<file path="config.mk">
export PLATFORM = sky130hd
export DESIGN_NAME = sabt_xmul_cmp
export DESIGN_NICKNAME = d
export VERILOG_FILES = /design/src/rtl/core/sabt_xmul_cmp.sv
export SDC_FILE = /design/constraint.sdc
export NUM_CORES = 2
export LEC_CHECK = 0
export BUFFER_PORTS_ARGS = -buffer_cell sky130_fd_sc_hd__buf_2
export CORE_ASPECT_RATIO = 2
export CORE_UTILIZATION = 65
export CTS_BUF_LIST = sky130_fd_sc_hd__clkbuf_8
export DETAILED_ROUTE_END_ITERATION = 16
export PLACE_DENSITY = 0.94
export SYNTH_ARGS = -nofsm -noshare
export SYNTH_HDL_FRONTEND = slang
export SYNTH_SLANG_ARGS = --single-unit
export TNS_END_PERCENT = 20
</file>
<file path="constraint.sdc">
create_clock -name clk -period 16.85 [get_ports clk]
set_input_delay 0.8425 -clock clk [delete_from_list [all_inputs] [get_ports clk]]
set_output_delay 0.8425 -clock clk [all_outputs]
set_load 0.005 [all_outputs]
</file>
<file path="src/rtl/core/sabt_xmul_cmp.sv">
module sabt_xmul_cmp #(
  parameter int unsigned NW = 18,
  parameter int unsigned DW = 17
) (
  input  logic                 clk,
  input  logic signed [NW-1:0] n1,
  input  logic        [DW-1:0] d1,
  input  logic signed [NW-1:0] n2,
  input  logic        [DW-1:0] d2,
  output logic                 gt,
  output logic                 lt
);

  localparam int unsigned PW = NW + DW + 1;

  logic signed [PW-1:0] p1;
  logic signed [PW-1:0] p2;
  logic signed [DW:0]   d1_s;
  logic signed [DW:0]   d2_s;

  assign d1_s = $signed({1'b0, d1});
  assign d2_s = $signed({1'b0, d2});

  // n1/d1 against n2/d2 with positive denominators: compare n1*d2 with n2*d1
  always_ff @(posedge clk) begin
    p1 <= PW'(n1) * PW'(d2_s);
    p2 <= PW'(n2) * PW'(d1_s);
  end

  assign gt = p1 > p2;
  assign lt = p1 < p2;

endmodule

</file>
* After elaboration in Yosys (flattened, before gate mapping)
Cells that the tools add are included.
** Word-level totals
- Register bits after elaboration :: 72
- Bits in latches :: 0
- Memory bits (writable) :: 0
- Memory bits (read-only) :: 0
- Input port bits :: 71
- Logic and storage cells :: 6
- Memories :: 0
** Operators by class
- Add/subtract/negate cells :: 0
- Multipliers :: 2
- Div/mod/pow operators :: 0
- $lt $le $gt $ge :: 2
- Equality and inequality tests :: 0
- Shifts and indexed selects :: 0
- Mux-type cells :: 0
- Bitwise gates (word level) :: 0
- Reductions and logical operators :: 0
** Operator list (number)
- 18-bit by 18-bit multiplier with 36-bit output :: 2
- 36-bit > comparator :: 1
- 36-bit less-than comparator :: 1

* Depth between registers and ports, before layout
- Depth after elaboration :: 1
- Gate-level depth with buffers :: 24

* Least setup slack after synthesis
OpenSTA, ideal clock, no wires.
- Path type :: input port to flip-flop
- From :: in d1[10]
- To :: reg p2[24]
- Setup time :: 121 ps
- Arrival :: 6515 ps
- Required time :: 16729 ps
- Path slack :: 10214 ps
- Stages on the path :: 23
- Buffers on the path :: 2
- Path through :: clkbuf_1 > clkbuf_1 > nand2_1 > fa_1 > inv_1 > fa_1 > inv_1 > fa_1 > inv_1 > fa_1 > fa_1 > inv_1 > fa_1 > inv_1 > ha_1 > a21o_1 > or3_1 > o21a_1 > o21a_1 > o21a_1 > o21a_1 > o41a_1 > xor2_1
** On the way
- Word-level cells in the longest chain between the ends :: 1
** Ends and longest elaborated chain
- from (decl) :: RTL line 7 : input logic [DW-1:0] d1,
- 18-bit by 18-bit multiplier with 36-bit output :: RTL line 27 : p2 <= PW'(n2) * PW'(d1_s);
- to (signal assigned) :: RTL line 27
- to (decl) :: RTL line 17 : logic signed [PW-1:0] p2;
No other way between the ends.

* Final worst setup path
- From :: in n2[17]
- To :: reg p2[34]
** On the way
- Word-level cells in the longest chain between the ends :: 1
** Ends and longest elaborated chain
- from (decl) :: RTL line 8 : input logic signed [NW-1:0] n2,
- 18-bit by 18-bit multiplier with 36-bit output :: RTL line 27
No other way between the ends.

==> flow_summary_export.csv <==
group,metric,value,unit
layout,area_growth,3.312,%
routing,via_count,19820,
synth,synth_area_leaders,"fa_1 48%, inv_1 12%, ha_1 10%",
outcome,status,"completed",
synth,avgSynthCellArea,8.969,µm²
synth,synth_top_cell_by_area,"fa_1",
synth,netlist.area_leader.share,48.06,%
synth,syn_nets,3798,
floorplan,die-area,0.04071,mm²
min_path,min_path_type,"input pin to flip-flop",
worst_setup_path,required,17.13,ns
floorplan,io-pin-count,73,
timing,period_share,40.84,%
floorplan,core_area,0.03944,mm²
routing,antenna_left,0,
global_routing,grt_pass1_vias,23080,
worst_setup_path,worstPathMaxFanout,17,
routing,via_per_inst,5.813,
routing,wl_per_cell,20.16,µm
job,maxCapViolCount,0,
place,dp.final_hpwl,56900,µm
timing,final_max_slew_viol_count,0,
floorplan,die_w,143.2,µm
place,portBuffers,72,
synth,synth_edf_count,0,
global_routing,grt_pass1_wl,112800,µm
global_routing,track_usage,37.12,%
worst_setup_path,critical_path_class,"input pin to flip-flop",
timing,min_period,6.882,ns
routing,dr.first_iter.drc_count,1088,
routing,remaining_drc_errors,0,
synth,yosysWarnings,0,
global_routing,gr-usage-met3,11.88,%
routing,totalWireLength,68750,µm
timing,hold_viol_final,0,
synth,synth_seq_cells,72,
global_routing,met2_usage,63.74,%
cts,cts_hold_buf,0,
global_routing,grt_max_degree,19,
worst_setup_path,crit_path_end_kind,"flip-flop",
floorplan,die_h,284.4,µm
cts,cts.repair.resized,0,
cts,cts_tree,"yes",
routing,drt_first_pass_iters,9,
timing,tightest_slew,0.9131,ns
cts,ctsHtreeMaxLevel,3,
timing,setup-tns-final,0,ns
synth,synth_flop_cell,"dfxtp_1",
timing,setup_violations,0,
synth,async_flop_share,0,%
layout,fin_nets,3787,
global_routing,top_usage_layer,"met2",
cts,cts_buffers,9,
place,pre_cts_ws,9.666,ns
timing,max_slew_margin,37.39,%
floorplan,initial_utilization,65.71,%
worst_setup_path,startpoint_type,"input pin",
cts,ctsRootBufferMaster,"clkbuf_8",
min_path,whs_path_depth,2,
cts,postCtsSetupBuffers,0,
global_routing,antenna_found_initial,3,
cts,cts_max_path_buffers,2,
place,gp_congestion,1.093,
layout,utilization,67.88,%
worst_setup_path,arrival,7.16,ns
floorplan,rows,103,
synth,syn_inst,2889,
synth,ys_types,58,
timing,fin_ws,9.968,ns
global_routing,use_met1,32.72,%
min_path,min_from,"d1[0]",
worst_setup_path,crit_start,"n2[17]",
synth,syn-cell-area,0.02591,mm²
layout,final_common_cell,"inv_1",
layout,layout_common_cells,"840 x inv_1, 622 x fa_1, 339 x nand2_1",
synth,synth-seq-area-share,5.563,%
layout,drive_gt1_share,3.399,%
timing,rsz0062_at_grt,"false",
min_path,holdPathEnd,"p2[0]",
cts,cts.sinks,72,
global_routing,global_route.overflow_total,0,
cts,path_clk_slew,0.08,ns
timing,max_freq,145.3,MHz
[synth_stat cells (all sizes together) (3+ instances only)]
cell / n
a2111oi: 3
a211o: 3
a211oi: 8
a21o: 28
a21oi: 51
a221oi: 3
a31oi: 5
and2: 306
and3: 3
clkbuf: 93
dfxtp: 72
fa: 622
ha: 216
inv: 840
mux2i: 4
nand2: 339
nand2b: 11
nand3: 12
nand4: 11
nor2: 57
nor2b: 9
nor3: 17
nor4: 3
o2111ai: 6
o211ai: 10
o21a: 16
o21ai: 30
o21bai: 11
o41ai: 3
or3: 6
xnor2: 49
xor2: 13
[worst max path at each step]
stage,to,slack [ns],depth (start not counted)
finish,p2[34],9.97,21
global route,p2[34],9.61,21
CTS,p2[34],10.08,21
detailed placement,p2[34],9.67,21
global placement,p2[34],9.89,21
floorplan,p2[24],10.21,23
[cell families after synthesis]
| family | after synthesis | synth area share [%] |
|---|---|---|
| fa+ha+maj | 838 | 58.49 |
| buf+inv | 934 | 13.55 |
| xor+xnor | 62 | 2.096 |
| flops | 72 | 5.563 |
| simple gates | 785 | 15.08 |
| compound gates | 194 | 5.075 |
| mux | 4 | 0.1545 |
[through the flow]
stage	std cells	hold slack, ns	cell area (µm²)
final	3410	0.9093	26770
after global routing	3410	0.9076	26770
after CTS	3408	0.8852	26760
after detailed placement	3392	1.293	26570
after global placement	3392	1.301	26570
after floorplan	2889	0.9698	25910
[worst max-delay path, stage by stage]
cell	delay (ns)
buf_2	0.21
and2_1	0.27
fa_1	0.75
inv_1	0.21
fa_1	0.56
inv_1	0.29
fa_1	0.50
fa_1	0.51
fa_1	0.50
inv_1	0.05
fa_1	0.48
inv_1	0.04
ha_1	0.34
nand4_1	0.19
nor4_1	0.37
nand3_1	0.18
o2111ai_1	0.26
nand2_1	0.12
o2111ai_1	0.22
a21oi_1	0.11
xnor2_1	0.14
[cell type report]
type / instances / area [µm²]
repair buffers: 72 / 360.3
well taps: 525 / 656.9
clock buffers: 9 / 123.9
flip-flops and latches: 72 / 1441
clock inverters: 7 / 70.07
fillers: 2748 / 12670
inverters: 840 / 3153
diodes: 2 / 5.005
multi-input cells: 1883 / 20960
[sequential cells by signal (all words and copies together), names as in the netlist]
| name | cells |
|---|---|
| p1 | 36 |
| p2 | 36 |
[metal layers]
layer,part of all wire (%),vias to the layer above
met1,28,9704
met5,0.013,-
li1,-,8327
met4,12,2
met3,8.1,609
met2,52,1180
Power is left out: the tool's default activity adds up to more than one toggle a clock period on the data nets, which glitch-free logic cannot reach.
